**config.mk**
```make
export PLATFORM = sky130hd
export DESIGN_NAME = scene_button_press_controller_unit
export DESIGN_NICKNAME = d
export VERILOG_FILES = /design/src/scbp_pkg.sv /design/src/scbp_front.sv /design/src/scbp_queue.sv /design/src/scbp_back.sv /design/src/scene_button_press_controller_unit.sv
export SDC_FILE = /design/constraint.sdc
export NUM_CORES = 1
export LEC_CHECK = 0
export CORE_ASPECT_RATIO = 0.8
export CORE_MARGIN = 4
export CORE_UTILIZATION = 40
export DETAILED_ROUTE_END_ITERATION = 10
export DONT_BUFFER_PORTS = 1
export SETUP_SLACK_MARGIN = 0.1
export SYNTH_ARGS = -nofsm -noshare
export SYNTH_HDL_FRONTEND = slang
export SYNTH_SLANG_ARGS = --single-unit
```
**constraint.sdc**
```tcl
create_clock -name clk_i -period 4.1 [get_ports clk_i]
set_input_delay 0 -clock clk_i [delete_from_list [all_inputs] [get_ports clk_i]]
set_output_delay 0 -clock clk_i [all_outputs]
set_load 0.1 [all_outputs]
```
**src/scbp_pkg.sv**
```systemverilog
package scbp_pkg;

  // Default number of scene table entries.
  localparam int unsigned SceneCountDefault = 16;

  // Reset value of the long-press threshold register.
  localparam logic [7:0] LongPressReset = 8'd50;

  // Event kinds as they arrive on the input channel.
  typedef enum logic [1:0] {
    EVT_PRESS   = 2'd0,
    EVT_RELEASE = 2'd1,
    EVT_TICK    = 2'd2,
    EVT_RECALL  = 2'd3
  } evt_e;

  // Commands sent to the dim engine.
  typedef enum logic [2:0] {
    DIM_NONE        = 3'd0,
    DIM_TARGET_UP   = 3'd1,
    DIM_TARGET_IDLE = 3'd2,
    DIM_PREPARE     = 3'd3,
    DIM_STOP_NOW    = 3'd4,
    DIM_STOP_END    = 3'd5,
    DIM_TO_ZERO     = 3'd6
  } dim_cmd_e;

  // Operations after classification by the front end.
  typedef enum logic [2:0] {
    OP_IGNORE         = 3'd0,
    OP_PRESS_TOGGLE   = 3'd1,
    OP_RELEASE_TOGGLE = 3'd2,
    OP_TICK           = 3'd3,
    OP_SELECT         = 3'd4
  } op_e;

  // One queued operation.
  typedef struct packed {
    op_e        op;
    logic [3:0] scene;
  } entry_t;

  // One scene table record.
  typedef struct packed {
    logic       on;
    logic       armed;
    logic [7:0] hold;
  } scene_rec_t;

endpackage

```
**src/scbp_front.sv**
```systemverilog
module scbp_front #(
  parameter int unsigned SceneCount = scbp_pkg::SceneCountDefault
) (
  input  logic             in_valid_i,
  output logic             in_ready_o,
  input  logic [1:0]       cmd_i,
  input  logic [3:0]       scene_index_i,
  input  logic             active_mode_i,
  input  logic             queue_full_i,
  output logic             push_o,
  output scbp_pkg::entry_t entry_o
);
  import scbp_pkg::*;

  // Wide enough to hold both the scene index and the scene count.
  localparam int unsigned CntW = $clog2(SceneCount + 1);
  localparam int unsigned IdxW = (CntW > 4) ? CntW : 4;

  logic in_range;
  evt_e evt;

  assign in_ready_o = !queue_full_i;
  assign push_o     = in_valid_i && !queue_full_i;

  assign in_range = IdxW'(scene_index_i) < IdxW'(SceneCount);
  assign evt      = evt_e'(cmd_i);

  always_comb begin
    entry_o.scene = scene_index_i;
    entry_o.op    = OP_IGNORE;
    if (in_range) begin
      case (evt)
        EVT_PRESS: begin
          entry_o.op = active_mode_i ? OP_PRESS_TOGGLE : OP_SELECT;
        end
        EVT_RELEASE: begin
          // A release in plain mode changes nothing and emits no command.
          entry_o.op = active_mode_i ? OP_RELEASE_TOGGLE : OP_IGNORE;
        end
        EVT_TICK: begin
          entry_o.op = OP_TICK;
        end
        EVT_RECALL: begin
          entry_o.op = OP_SELECT;
        end
        default: begin
          entry_o.op = OP_IGNORE;
        end
      endcase
    end
  end

endmodule

```
**src/scbp_queue.sv**
```systemverilog
module scbp_queue (
  input  logic             clk_i,
  input  logic             rst_ni,
  input  logic             push_i,
  input  scbp_pkg::entry_t entry_i,
  output logic             full_o,
  input  logic             pop_i,
  output logic             empty_o,
  output scbp_pkg::entry_t entry_o
);
  import scbp_pkg::*;

  localparam int unsigned Depth = 2;
  localparam int unsigned PtrW  = $clog2(Depth);
  localparam int unsigned CntW  = $clog2(Depth + 1);

  entry_t            slot_q [Depth];
  logic [PtrW-1:0]   wr_ptr_q, wr_ptr_d;
  logic [PtrW-1:0]   rd_ptr_q, rd_ptr_d;
  logic [CntW-1:0]   count_q, count_d;

  assign full_o  = count_q == CntW'(Depth);
  assign empty_o = count_q == '0;
  assign entry_o = slot_q[rd_ptr_q];

  always_comb begin
    wr_ptr_d = wr_ptr_q;
    rd_ptr_d = rd_ptr_q;
    count_d  = count_q;
    if (push_i) begin
      wr_ptr_d = (wr_ptr_q == PtrW'(Depth - 1)) ? '0 : wr_ptr_q + PtrW'(1);
    end
    if (pop_i) begin
      rd_ptr_d = (rd_ptr_q == PtrW'(Depth - 1)) ? '0 : rd_ptr_q + PtrW'(1);
    end
    if (push_i && !pop_i) begin
      count_d = count_q + CntW'(1);
    end else if (pop_i && !push_i) begin
      count_d = count_q - CntW'(1);
    end
  end

  always_ff @(posedge clk_i or negedge rst_ni) begin
    if (!rst_ni) begin
      wr_ptr_q <= '0;
      rd_ptr_q <= '0;
      count_q  <= '0;
    end else begin
      wr_ptr_q <= wr_ptr_d;
      rd_ptr_q <= rd_ptr_d;
      count_q  <= count_d;
    end
  end

  always_ff @(posedge clk_i) begin
    if (push_i) begin
      slot_q[wr_ptr_q] <= entry_i;
    end
  end

`ifndef SYNTHESIS
  assert property (@(posedge clk_i) disable iff (!rst_ni) count_q <= CntW'(Depth))
    else $error("queue count beyond depth");
  assert property (@(posedge clk_i) disable iff (!rst_ni) pop_i |-> !empty_o)
    else $error("queue popped while empty");
  assert property (@(posedge clk_i) disable iff (!rst_ni)
    (push_i && !pop_i) |=> count_q == $past(count_q) + CntW'(1))
    else $error("queue count did not follow a push");
`endif

endmodule

```
**src/scbp_back.sv**
```systemverilog
module scbp_back #(
  parameter int unsigned SceneCount = scbp_pkg::SceneCountDefault
) (
  input  logic             clk_i,
  input  logic             rst_ni,
  input  logic [7:0]       long_press_ticks_i,
  input  logic             empty_i,
  input  scbp_pkg::entry_t entry_i,
  output logic             pop_o,
  output logic             out_valid_o,
  input  logic             out_ready_i,
  output logic [2:0]       dim_command_o,
  output logic [3:0]       dim_scene_o,
  output logic [3:0]       selected_scene_o
);
  import scbp_pkg::*;

  localparam int unsigned AddrW = (SceneCount > 1) ? $clog2(SceneCount) : 1;
  localparam int unsigned IdxW  = (AddrW > 4) ? AddrW : 4;

  typedef enum logic [1:0] {
    ST_IDLE = 2'b01,
    ST_EXEC = 2'b10
  } state_e;

  state_e           state_q, state_d;
  entry_t           entry_q;
  scene_rec_t       table_mem [SceneCount];
  logic [SceneCount-1:0] vld_q;
  scene_rec_t       rd_rec_q;
  logic             rd_vld_q;
  logic [IdxW-1:0]  rd_idx, wr_idx;
  logic [AddrW-1:0] rd_addr, wr_addr;
  logic             exec;
  scene_rec_t       rec, new_rec;
  logic             is_long;
  logic             wr_en;
  dim_cmd_e         dc;
  logic [3:0]       last_scene_q, last_scene_d;
  logic             out_valid_q, out_valid_d;
  dim_cmd_e         dim_cmd_q;
  logic [3:0]       dim_scene_q;
  logic [3:0]       sel_scene_q;

  assign rd_idx  = IdxW'(entry_i.scene);
  assign wr_idx  = IdxW'(entry_q.scene);
  assign rd_addr = rd_idx[AddrW-1:0];
  assign wr_addr = wr_idx[AddrW-1:0];

  assign exec  = state_q == ST_EXEC;
  // The output register is empty in the execute cycle when it is free, or freeing, now.
  assign pop_o = (state_q == ST_IDLE) && !empty_i && (!out_valid_q || out_ready_i);

  always_comb begin
    state_d = state_q;
    case (state_q)
      ST_IDLE: begin
        if (pop_o) begin
          state_d = ST_EXEC;
        end
      end
      ST_EXEC: begin
        state_d = ST_IDLE;
      end
      default: begin
        state_d = ST_IDLE;
      end
    endcase
  end

  // Entries never written read as the cleared record.
  assign rec     = rd_vld_q ? rd_rec_q : '0;
  assign is_long = rec.hold >= long_press_ticks_i;

  always_comb begin
    new_rec      = rec;
    dc           = DIM_NONE;
    wr_en        = 1'b0;
    last_scene_d = last_scene_q;
    case (entry_q.op)
      OP_PRESS_TOGGLE: begin
        last_scene_d = entry_q.scene;
        wr_en        = 1'b1;
        new_rec.hold = '0;
        if (!rec.on) begin
          new_rec.on    = 1'b1;
          new_rec.armed = 1'b0;
          dc            = DIM_TARGET_UP;
        end else begin
          new_rec.armed = 1'b1;
          dc            = DIM_PREPARE;
        end
      end
      OP_RELEASE_TOGGLE: begin
        wr_en = 1'b1;
        if (rec.armed) begin
          if (is_long) begin
            dc = DIM_STOP_NOW;
          end else begin
            new_rec.on = 1'b0;
            dc         = DIM_TO_ZERO;
          end
          new_rec.armed = 1'b0;
        end else begin
          dc = is_long ? DIM_STOP_NOW : DIM_STOP_END;
        end
      end
      OP_TICK: begin
        wr_en = 1'b1;
        if (rec.hold < long_press_ticks_i) begin
          new_rec.hold = rec.hold + 8'd1;
        end
      end
      OP_SELECT: begin
        last_scene_d = entry_q.scene;
        dc           = DIM_TARGET_IDLE;
      end
      default: begin
        dc = DIM_NONE;
      end
    endcase
  end

  always_comb begin
    out_valid_d = out_valid_q;
    if (exec) begin
      out_valid_d = 1'b1;
    end else if (out_ready_i) begin
      out_valid_d = 1'b0;
    end
  end

  always_ff @(posedge clk_i or negedge rst_ni) begin
    if (!rst_ni) begin
      state_q      <= ST_IDLE;
      out_valid_q  <= 1'b0;
      last_scene_q <= '0;
      vld_q        <= '0;
    end else begin
      state_q     <= state_d;
      out_valid_q <= out_valid_d;
      if (exec) begin
        last_scene_q <= last_scene_d;
        if (wr_en) begin
          vld_q[wr_addr] <= 1'b1;
        end
      end
    end
  end

  always_ff @(posedge clk_i) begin
    if (exec && wr_en) begin
      table_mem[wr_addr] <= new_rec;
    end
    if (pop_o) begin
      rd_rec_q <= table_mem[rd_addr];
      rd_vld_q <= vld_q[rd_addr];
      entry_q  <= entry_i;
    end
    if (exec) begin
      dim_cmd_q   <= dc;
      dim_scene_q <= entry_q.scene;
      sel_scene_q <= last_scene_d;
    end
  end

  assign out_valid_o      = out_valid_q;
  assign dim_command_o    = 3'(dim_cmd_q);
  assign dim_scene_o      = dim_scene_q;
  assign selected_scene_o = sel_scene_q;

`ifndef SYNTHESIS
  assert property (@(posedge clk_i) disable iff (!rst_ni) exec |=> state_q == ST_IDLE)
    else $error("execute cycle not followed by idle");
  assert property (@(posedge clk_i) disable iff (!rst_ni) exec |-> !out_valid_q)
    else $error("result overwrites a word not yet taken");
  assert property (@(posedge clk_i) disable iff (!rst_ni) exec |-> $past(pop_o))
    else $error("execute cycle without a preceding pop");
`endif

endmodule

```
**src/scene_button_press_controller_unit.sv**
```systemverilog
// Channel  Direction  Handshake                  Payload
// in       input      in_valid_i / in_ready_o    cmd_i, scene_index_i, active_mode_i
// out      output     out_valid_o / out_ready_i  dim_command_o, dim_scene_o, selected_scene_o
// cfg      input      cfg_we_i (no wait)         cfg_wdata_i (long-press threshold)
//
// In the back end each word first has its scene record read from the table memory
// into its read register; then the record is updated and written back, and the
// result register is loaded. The back end pops no new word while it executes one.
// A two-word queue lets the front end keep accepting while the back end or the
// output side stalls. Reset clears the per-entry valid bits at once, so the tables
// read as zero right after reset with no clearing pass.
module scene_button_press_controller_unit #(
  parameter int unsigned SceneCount = scbp_pkg::SceneCountDefault
) (
  input  logic       clk_i,
  input  logic       rst_ni,
  input  logic       in_valid_i,
  output logic       in_ready_o,
  input  logic [1:0] cmd_i,
  input  logic [3:0] scene_index_i,
  input  logic       active_mode_i,
  output logic       out_valid_o,
  input  logic       out_ready_i,
  output logic [2:0] dim_command_o,
  output logic [3:0] dim_scene_o,
  output logic [3:0] selected_scene_o,
  input  logic       cfg_we_i,
  input  logic [7:0] cfg_wdata_i
);
  import scbp_pkg::*;

  // Long-press threshold. The user must write it only while the block is idle; the
  // block itself does not enforce this. So the back end may read it directly.
  logic [7:0] long_press_ticks_q;

  logic   push;
  logic   pop;
  logic   queue_full;
  logic   queue_empty;
  entry_t front_entry;
  entry_t head_entry;

  always_ff @(posedge clk_i or negedge rst_ni) begin
    if (!rst_ni) begin
      long_press_ticks_q <= LongPressReset;
    end else if (cfg_we_i) begin
      long_press_ticks_q <= cfg_wdata_i;
    end
  end

  // The front end checks the scene range and folds the event kind and mode into one
  // operation, so the back end never looks at the raw command.
  scbp_front #(
    .SceneCount (SceneCount)
  ) u_front (
    .in_valid_i    (in_valid_i),
    .in_ready_o    (in_ready_o),
    .cmd_i         (cmd_i),
    .scene_index_i (scene_index_i),
    .active_mode_i (active_mode_i),
    .queue_full_i  (queue_full),
    .push_o        (push),
    .entry_o       (front_entry)
  );

  scbp_queue u_queue (
    .clk_i   (clk_i),
    .rst_ni  (rst_ni),
    .push_i  (push),
    .entry_i (front_entry),
    .full_o  (queue_full),
    .pop_i   (pop),
    .empty_o (queue_empty),
    .entry_o (head_entry)
  );

  // The back end owns the scene tables and the last selected scene, and produces
  // exactly one result word for every operation it pops.
  scbp_back #(
    .SceneCount (SceneCount)
  ) u_back (
    .clk_i              (clk_i),
    .rst_ni             (rst_ni),
    .long_press_ticks_i (long_press_ticks_q),
    .empty_i            (queue_empty),
    .entry_i            (head_entry),
    .pop_o              (pop),
    .out_valid_o        (out_valid_o),
    .out_ready_i        (out_ready_i),
    .dim_command_o      (dim_command_o),
    .dim_scene_o        (dim_scene_o),
    .selected_scene_o   (selected_scene_o)
  );

endmodule
```
Yosys cells after proc, flatten, opt, wreduce, memory -nomap -nowiden
Memories as Yosys holds them, arrays and structs flattened. A register that Yosys moved wholly into a read port is not among the register bits.
Cells that the tools add are included.
W data, S select, Z words.
{"block": "totals", "register_bits": 54, "latch_bits": 0, "mem_bits_rw": 174, "romBits": 0, "input_bits": 20, "output_inout_bits": 13, "word_cells": 91, "n_memories": 2}
{"block": "op_classes", "addsub": 5, "mul": 0, "div": 0, "magnitude_cmp": 5, "n_eq_ne": 11, "shift": 0, "n_mux": 33, "bitwise_logic": 1, "reduce_logical": 20}
{"memory": "u_back.table_mem", "words": 16, "word_bits": 10, "rd": 1, "rd_clocked_by_memory_dff": 1, "wr": 1, "line": "scbp_back.sv:28", "source": "scene_rec_t table_mem [SceneCount];"}
{"memory": "u_queue.slot_q", "words": 2, "word_bits": 7, "rd": 1, "rd_clocked_by_memory_dff": 0, "wr": 1, "line": "scbp_queue.sv:17", "source": "entry_t slot_q [Depth];"}
{"cell": "$mux W2", "count": 8}
{"cell": "$or A16 B16 Y16", "count": 1}
{"cell": "$pmux W8 S2", "count": 1}
{"cell": "$mux W1", "count": 14}
{"cell": "$pmux W3 S4", "count": 1}
{"cell": "$lt A4 B5 Y1 const B", "count": 2}
{"cell": "$mux W10", "count": 1}
{"cell": "$pmux W3 S3", "count": 1}
{"cell": "$add A8 B1 Y8 const B", "count": 1}
{"cell": "$eq A2 B2 Y1 const B", "count": 4}
{"cell": "$ge A8 B8 Y1", "count": 1}
{"cell": "$lt A8 B8 Y1", "count": 1}
{"cell": "$mux W8", "count": 1}
{"cell": "$logic_and A1 B1 Y1", "count": 7}
{"cell": "$eq A3 B2 Y1 const B", "count": 2}
{"cell": "$mux W3", "count": 2}
{"cell": "$logic_not A1 Y1", "count": 5}
{"cell": "$bmux W1 S4", "count": 1}
{"cell": "$demux W1 S4", "count": 1}
{"cell": "$eq A2 B1 Y1 const B", "count": 2}
{"cell": "$ge A4 B1 Y1 const B", "count": 1}
{"cell": "$logic_not A2 Y1", "count": 2}
{"cell": "$mux W4", "count": 1}
{"cell": "$pmux W2 S2", "count": 1}
{"cell": "other kinds (11)", "count": 13}

Depth between registers and ports, before layout
Gate-level depths: netlist (run 1).
{"block": "logic_depth", "depth_word": 7, "depth_mapped": 10}

Cells and area by module
A second synthesis (run 1) with hierarchy kept.
{"block": "unflattened", "hier_cells": 522, "area_unflattened_um2": 9664.3}
{"mod": "scbp_back", "instances": 1, "cells_each": 455, "area_each_um2": 8554.5, "seq_area_each_um2": 6252.2}
{"mod": "scbp_queue", "instances": 1, "cells_each": 38, "area_each_um2": 699.4, "seq_area_each_um2": 520.5}
{"mod": "scene_button_press_controller_unit", "instances": 1, "cells_each": 17, "area_each_um2": 335.3, "seq_area_each_um2": 203.9}
{"mod": "scbp_front", "instances": 1, "cells_each": 12, "area_each_um2": 75.1, "seq_area_each_um2": 0.0}

Worst setup path after synthesis (run 1)
No wires, ideal clock.
{"block": "synth_timing", "path_type": "reg2reg", "from": "register u_back.rd_vld_q", "to": "memory u_back.table_mem[0][3] in the netlist's numbering (data pin)", "setup_ns": 0.294, "arrival_ns": 2.428, "required_ns": 3.806, "slack_ns": 1.378, "stages_incl_launch_ff": 11, "path_buffers": 2, "synth_period_minus_slack_ns": 2.722, "cell_sequence": "edfxtp_1 buf_2 nand2_1 inv_1 ha_1 and4_1 o21ai_1 o211ai_1 buf_2 or4_1 o211ai_1"}
{"element": "start, declared", "line": "scbp_back.sv:31", "source": "logic rd_vld_q;"}
{"element": "start signal, assigned", "line": "scbp_back.sv:157", "source": "rd_vld_q <= vld_q[rd_addr];"}
{"element": "end, declared", "line": "scbp_back.sv:28"}

==> flow_metrics.py, run 1 <==
metrics = {
    "setup_path": {
        "r2r_cells": 8,
        "critPathKind": "register to register",
        "arrival_ns": 3.61,
        "crit_required_ns": 4.24,
        "crit_fanout": 16,
        "crit_path_start_kind": "register",
        "endpoint_kind": "register",
    },
    "floorplanning": {
        "die_x_um": 184,
        "die_area_um2": 27400,
        "rows": 51,
        "top_level_ports": 33,
        "die_h_um": 149,
        "core_um2": 24400,
        "start_util_pct": 40.7,
    },
    "clock_tree": {
        "clk_pin_slew_ns": 0.06,
        "cts_root_buffer": "clkbuf_16",
        "clockBufferDepth": 3,
        "cts_tree": "built",
        "cts.sinks": 238,
        "insertion_delay_ns": 0.51,
        "htree_num_levels": 1,
        "cts_made_buffers": 24,
        "cts_resized": 0,
    },
    "status": {
        "run_status": "finished clean",
    },
    "logic_synthesis": {
        "postSynth.asyncResetShare_pct": 14.7,
        "yosysWarnings": 0,
        "synth_compound_area_share_pct": 3.38,
        "synth_seq_area_share_pct": 70.4,
        "syn_nets": 685,
        "synth.cell_area_um2": 9910,
        "yosys.area_share.adder_pct": 1.01,
        "synthMuxAreaShare_pct": 10.2,
        "netlist_instances": 657,
        "synth_edf_count": 203,
        "synth.top_cell.area_share_pct": 61.5,
        "synth-xor-area-share_pct": 0.530,
        "synth_area_leader_cell": "edfxtp_1",
        "synthTopCellsByArea": "edfxtp_1 61%, dfrtp_1 7.8%, mux4_2 3.6%",
        "synth_top_family_by_area": "simple AND/OR/NAND/NOR gates",
        "synth-main-ff-cell": "edfxtp_1",
        "synth.distinct_cells": 54,
        "yosys.area_share.simple_pct": 11.9,
        "avgSynthCellArea_um2": 15.1,
        "ys_ff_latch": 238,
    },
    "drt": {
        "dr.first_iter.drc_count": 604,
        "routed_wl_um": 24000,
        "vias_per_cell": 5.70,
        "first_pass_iters": 5,
        "ant_nets": 0,
        "drc_errors": 0,
        "wl_per_cell_um": 23.2,
        "num_vias": 5889,
    },
    "power_and_ir_drop": {
        "sw_frac_of_total_pct": 34.3,
        "clkPwrFrac_pct": 26.3,
        "p_comb_share_pct": 28.4,
        "p_int_uw": 5670,
        "p_switching_uw": 2950,
        "leakage_uw": 0.00412,
        "irDropWorstVdd_mv": 0.357,
        "power_density_nw_per_um2": 756,
        "seq_power_share_pct": 45.3,
        "power_uw": 8620,
    },
    "grt": {
        "grt_antenna_before_repair": 0,
        "grt_pass1_wl_um": 36000,
        "grt_pass1_vias": 5747,
        "grt_max_degree": 37,
        "track_usage_pct": 17.6,
        "grt-ovfl-total": 0,
    },
    "sta": {
        "finalSetupViolCount": 0,
        "fmax_mhz": 288,
        "rsz0062_at_grt": "no",
        "worst_pin_slew_ns": 1.17,
        "hold_viol_final": 0,
        "period_minus_slack_ns": 3.47,
        "slew_headroom_pct": 21.4,
        "timing.final.crit_share_pct": 84.5,
        "finalSetupTns_ns": 0,
        "fin_skew_ns": 0.0124,
        "slew_viol_final": 0,
    },
    "finish": {
        "fin_area_um2": 11400,
        "fillCellCount": 2114,
        "num_antenna_cells": 0,
        "areaGrowthSynthToFinish_pct": 15.1,
        "layout.nets": 726,
        "layout_common_cells": "203 x edfxtp_1, 95 x nand2_1, 46 x nand3_1",
        "final_common_cell": "edfxtp_1",
        "drive_gt1_share_pct": 16.3,
    },
    "placement": {
        "port_buffers": 0,
        "dpl.hpwl_um": 14800,
        "gp_congestion": 0.905,
        "dpl_cell_area_um2": 10300,
    },
    "min_path": {
        "hold_path_class": "primary input to asynchronous set/reset pin",
    },
    "job": {
        "drv_cap": 0,
    },
}
[state kept, by name, summed over array words and instances (netlist names), 2 cells and up]
register	flops
u_back.selected_scene_o	4
u_queue.count_q	2
u_back.table_mem	160
u_back.last_scene_q	4
u_back.dim_scene_o	4
u_back.entry_q	3
u_queue.slot_q	14
u_back.wr_addr	4
u_back.dim_command_o	3
u_back.rd_rec_q	10
long_press_ticks_q	8
u_back.state_q	2
u_back.vld_q	16
[logic make-up after synthesis]
logic type | count (synthesis)
AOI/OAI and AO/OA | 45
xor gates and xnor gates | 6
adders and majority gates | 8
buffers and inverters | 48
DFF | 238
muxes | 69
and+or+nand+nor | 243
[layer usage]
layer | track usage [%] | share of wire, % | vias up
met1 | 25.6 | 45 | 3004
met4 | 4.69 | 2.3 | 0
met5 | 0 | 0 | -
li1 | - | - | 2603
met2 | 27.2 | 45 | 243
met3 | 3.61 | 7.3 | 39
[power by group through the flow]
| stage | logic, uW | registers, uW | clock network (uW) |
|---|---|---|---|
| 2_1_floorplan | 1800 | 3790 | 0 |
| 3_3_place_gp | 2300 | 3930 | 0 |
| 3_5_place_dp | 2380 | 3940 | 0 |
| 4_1_cts | 2440 | 3900 | 2300 |
| 5_1_grt | 2670 | 3940 | 2410 |
| 6_report | 2450 | 3900 | 2270 |
[cell type report]
type / count / area [um2] / share of cell area (%)
sequential: 238 / 6980 / 61.1
multi-input combinational: 371 / 2720 / 23.8
clock buffer: 39 / 728 / 6.38
timing repair buffer: 41 / 410 / 3.60
tap: 318 / 398 / 3.49
clock inverter: 5 / 98.8 / 0.866
inverter: 22 / 82.6 / 0.724
[repair_timing]
| item | in CTS | in global routing |
|---|---|---|
| setup buffers | 0 | 0 |
| endpoints found under the setup margin | 0 | 0 |
| hold endpoints to repair | 75 | 0 |
| hold buffers | 23 | 0 |
[per-stage QoR]
stage / util (%) / worst slack (ns) / cells / hold slack (ns)
finish: 46.8 / 0.634 / 1034 / 0.0457
global placement: 42.4 / 0.955 / 967 / -0.293
global route: 46.8 / 0.392 / 1034 / 0.0357
floorplan: - / 1.38 / 657 / -0.296
CTS: 46.8 / 0.751 / 1034 / 0.0348
detailed placement: 42.4 / 0.780 / 967 / -0.294
[cell usage after synthesis, drive strengths merged, types with 5 or more instances]
master / n
inv: 21
mux2: 11
o211ai: 9
nand4: 35
ha: 8
nand3: 46
nor2: 20
dfrtp: 31
nand2: 95
nor3: 5
nor2b: 6
clkbuf: 6
or2: 16
mux2i: 36
nand2b: 8
buf: 20
mux4: 22
o21ai: 8
edfxtp: 203
a21oi: 5
[worst max-delay path: stages, from the launching register on]
cell and delay [ns]:
edfxtp_1 0.67, nand2_1 0.19, inv_1 0.15, ha_1 0.26, and4_1 0.24, o21ai_1 0.11
o211ai_1 0.35, or4_1 0.60, o211ai_1 0.52
[final timing paths]
path | start | to | slack, ns
max reg2reg | u_back.rd_vld_q | u_back.table_mem[12][3] | 0.63
min in group clk_i | scene_index_i[0] | u_queue.slot_q[0][0] | 0.16
min reg2reg | u_back.vld_q[9] | u_back.vld_q[9] | 0.46
max in group asynchronous | rst_ni | u_back.vld_q[7] | 3.86
min | rst_ni | long_press_ticks_q[5] | 0.05
max | u_back.rd_vld_q | u_back.table_mem[12][3] | 0.63
Power figures use the tool's default switching activity.
==> run 2, diff against run 1 <==
--- a/config.mk
+++ b/config.mk
@@ -5,6 +5,7 @@
 export SDC_FILE = /design/constraint.sdc
 export NUM_CORES = 1
 export LEC_CHECK = 0
+export ABC_AREA = 1
 export CORE_ASPECT_RATIO = 0.8
 export CORE_MARGIN = 4
 export CORE_UTILIZATION = 40
==> constraint.sdc (replaced) <==
create_clock -name clk_i -period 3.2 [get_ports clk_i]
set_input_delay 0 -clock clk_i [delete_from_list [all_inputs] [get_ports clk_i]]
set_output_delay 0 -clock clk_i [all_outputs]
set_load 0.1 [all_outputs]
==> run 2 against run 1 <==
Core utilization increased by 0.58 points; combinational power increased by 56%; die area increased by 1.3%; clock power increased by 30%; critical endpoint is now u_back.table_mem[6][4]; highest routed layer unchanged.
==> flow_metrics.py, run 2 <==
metrics = {
    "logic_synthesis": {
        "synth_edf_count": 203,
        "yosys.area_share.simple_pct": 8.94,
        "synth-xor-area-share_pct": 0.785,
        "avgSynthCellArea_um2": 11.8,
        "synthMostInstantiatedCell": "edfxtp_1",
        "yosys.area_share.adder_pct": 0.996,
        "postSynth.asyncResetShare_pct": 14.7,
        "synth_common_cells": "203 x edfxtp_1, 105 x nand2_1, 99 x o21ai_0",
        "synth-main-ff-cell": "edfxtp_1",
        "synth.cell_area_um2": 10000,
        "ys_ff_latch": 238,
        "synth_top_family_by_area": "compound AO/OA/AOI/OAI gates",
        "synth.distinct_cells": 35,
        "yosysWarnings": 0,
        "synth_area_leader_cell": "edfxtp_1",
        "netlist_instances": 854,
        "synth.top_cell.area_share_pct": 60.7,
        "synth_seq_area_share_pct": 69.4,
        "synth_compound_area_share_pct": 13.9,
        "syn_nets": 882,
        "synthTopCellsByArea": "edfxtp_1 61%, dfrtp_1 7.7%, o21ai_0 4.9%",
        "synthMuxAreaShare_pct": 0.112,
    },
    "min_path": {
        "hold_path_class": "primary input to asynchronous set/reset pin",
    },
    "drt": {
        "first_pass_iters": 5,
        "met2_length_um": 11700,
        "wl_per_cell_um": 20.6,
        "top_layer": "met4",
        "num_vias": 6619,
        "wl_met1_um": 11200,
        "routed_wl_um": 25300,
        "ant_nets": 0,
        "wl_met3_um": 2030,
        "drc_errors": 0,
        "dr.first_iter.drc_count": 548,
        "vias_per_cell": 5.38,
    },
    "setup_path": {
        "cpMaxStageDelayCell": "edfxtp_1",
        "cpMostUsedCell": "nand2_1",
        "crit_buf_inv": 2,
        "crit_fanout": 16,
        "crit_required_ns": 3.44,
        "critPathKind": "register to register",
        "critPathMaxStageDelay_ns": 0.48,
        "cp_cell_sequence": "nand2_1, inv_1, ha_1, nand4_1, nand2_1, inv_1, o21ai_0, nand2_1, nand2_1, nand2_1, nand2_1, nand2_1, nand2_1",
        "crit_family": "simple AND/OR/NAND/NOR gates",
        "endpoint_kind": "register",
        "crit_path_start_kind": "register",
        "arrival_ns": 2.84,
    },
    "finish": {
        "finalNonFillerCells": 1230,
        "final_util_pct": 47.4,
        "layout.nets": 922,
        "largest_reg_flops": 160,
        "top_regs": "u_back.table_mem: 160 flops, u_back.vld_q: 16 flops, u_queue.slot_q: 14 flops",
        "areaGrowthSynthToFinish_pct": 15.6,
        "final_common_cell": "edfxtp_1",
        "layout_common_cells": "203 x edfxtp_1, 105 x nand2_1, 99 x o21ai_0",
        "drive_gt1_share_pct": 10.7,
        "num_antenna_cells": 0,
        "largest_register": "u_back.table_mem",
    },
    "clock_tree": {
        "cts_made_buffers": 24,
        "htree_num_levels": 1,
        "cts_tree": "built",
        "postCtsSetupBuffers": 0,
        "insertion_delay_ns": 0.52,
        "clockBufferDepth": 3,
        "cts_root_buffer": "clkbuf_16",
        "clk_pin_slew_ns": 0.06,
        "cts.sinks": 238,
    },
    "sta": {
        "hold_viol_final": 0,
        "slew_viol_final": 0,
        "timing.final.crit_share_pct": 81.4,
        "fmax_mhz": 384,
        "hold_slack_ns": 0.0847,
        "worst_pin_slew_ns": 1.05,
        "finalSetupTns_ns": 0,
        "period_minus_slack_ns": 2.60,
        "slew_headroom_pct": 29.6,
        "rsz0062_at_grt": "no",
        "finalSetupViolCount": 0,
        "fin_skew_ns": 0.0131,
    },
    "floorplanning": {
        "core_um2": 24500,
        "die_h_um": 150,
        "rows": 51,
        "die_area_um2": 27700,
        "start_util_pct": 41.0,
        "die_x_um": 185,
        "top_level_ports": 33,
    },
    "grt": {
        "grt_max_degree": 65,
        "track_usage_pct": 18.3,
        "grt_pass1_wl_um": 38000,
        "grt_antenna_before_repair": 0,
        "grt_pass1_vias": 6312,
        "grt-ovfl-total": 0,
    },
    "power_and_ir_drop": {
        "leakage_uw": 0.00440,
        "power_uw": 11600,
        "irDropWorstVdd_mv": 0.403,
        "power_density_nw_per_um2": 997,
    },
    "status": {
        "run_status": "finished clean",
    },
    "placement": {
        "dpl.hpwl_um": 14900,
        "dp.cells": 1164,
        "port_buffers": 0,
        "gp_congestion": 0.932,
    },
    "job": {
        "drv_cap": 0,
    },
}
-- run 2: area by class of cell --
type / count / area (um2)
Fill cell: 2202 / 12900
Sequential cell: 238 / 6980
Multi-Input combinational cell: 479 / 2510
Clock buffer: 33 / 716
Timing Repair Buffer: 58 / 536
Tap cell: 318 / 398
Inverter: 93 / 352
Clock inverter: 11 / 125
-- run 2: final timing paths --
kind	start	endpoint	slack (ns)	cells after the start
setup / recovery	u_back.rd_vld_q	u_back.table_mem[6][4]	0.60	13
hold / removal	rst_ni	u_back.vld_q[7]	0.08	3
setup reg to reg	u_back.rd_vld_q	u_back.table_mem[6][4]	0.60	13
hold reg to reg	u_back.vld_q[15]	u_back.vld_q[15]	0.46	2
max in group asynchronous	rst_ni	long_press_ticks_q[7]	2.92	3
min in group clk_i	scene_index_i[2]	u_queue.slot_q[0][2]	0.14	1
-- run 2: report_power, final --
group          leakage [uW]  switching, uW  internal (uW)
Combinational       0.00168           2730           1100
Sequential          0.00231            453           4360
Clock              0.000409           1140           1800
Total               0.00440           4320           7250
-- run 2: worst min-delay path, delay by kind of cell --
kind,cells,cell delay (ns)
buffers and inverters,3,0.96
-- run 2: cells by family after synthesis --
kind of cell	count (synthesis)
AO/OA/AOI/OAI	252
XOR/XNOR	9
adder cells (fa/ha/maj)	8
buffers and inverters	137
flip-flops	238
multiplexers	1
AND/OR/NAND/NOR	209
-- run 2: what timing repair did --
action	CTS	global route
setup endpoints to repair	0	0
hold endpoints to repair	75	0
gates resized for setup	0	0
hold buffers	22	0
-- run 2: through the flow --
step,cell area [um2],setup slack (ns)
2_1_floorplan,10100,0.159
3_3_place_gp,10500,0.742
3_5_place_dp,10500,0.678
4_1_cts,11600,0.665
5_1_grt,11600,0.364
6_report,11600,0.596
-- run 2: per-layer routing --
| metal | global-route usage, % | up-vias |
|---|---|---|
| met5 | 0 | - |
| met4 | 3.63 | 0 |
| met3 | 3.69 | 30 |
| met2 | 29.2 | 245 |
| met1 | 26.2 | 3232 |
| li1 | - | 3112 |
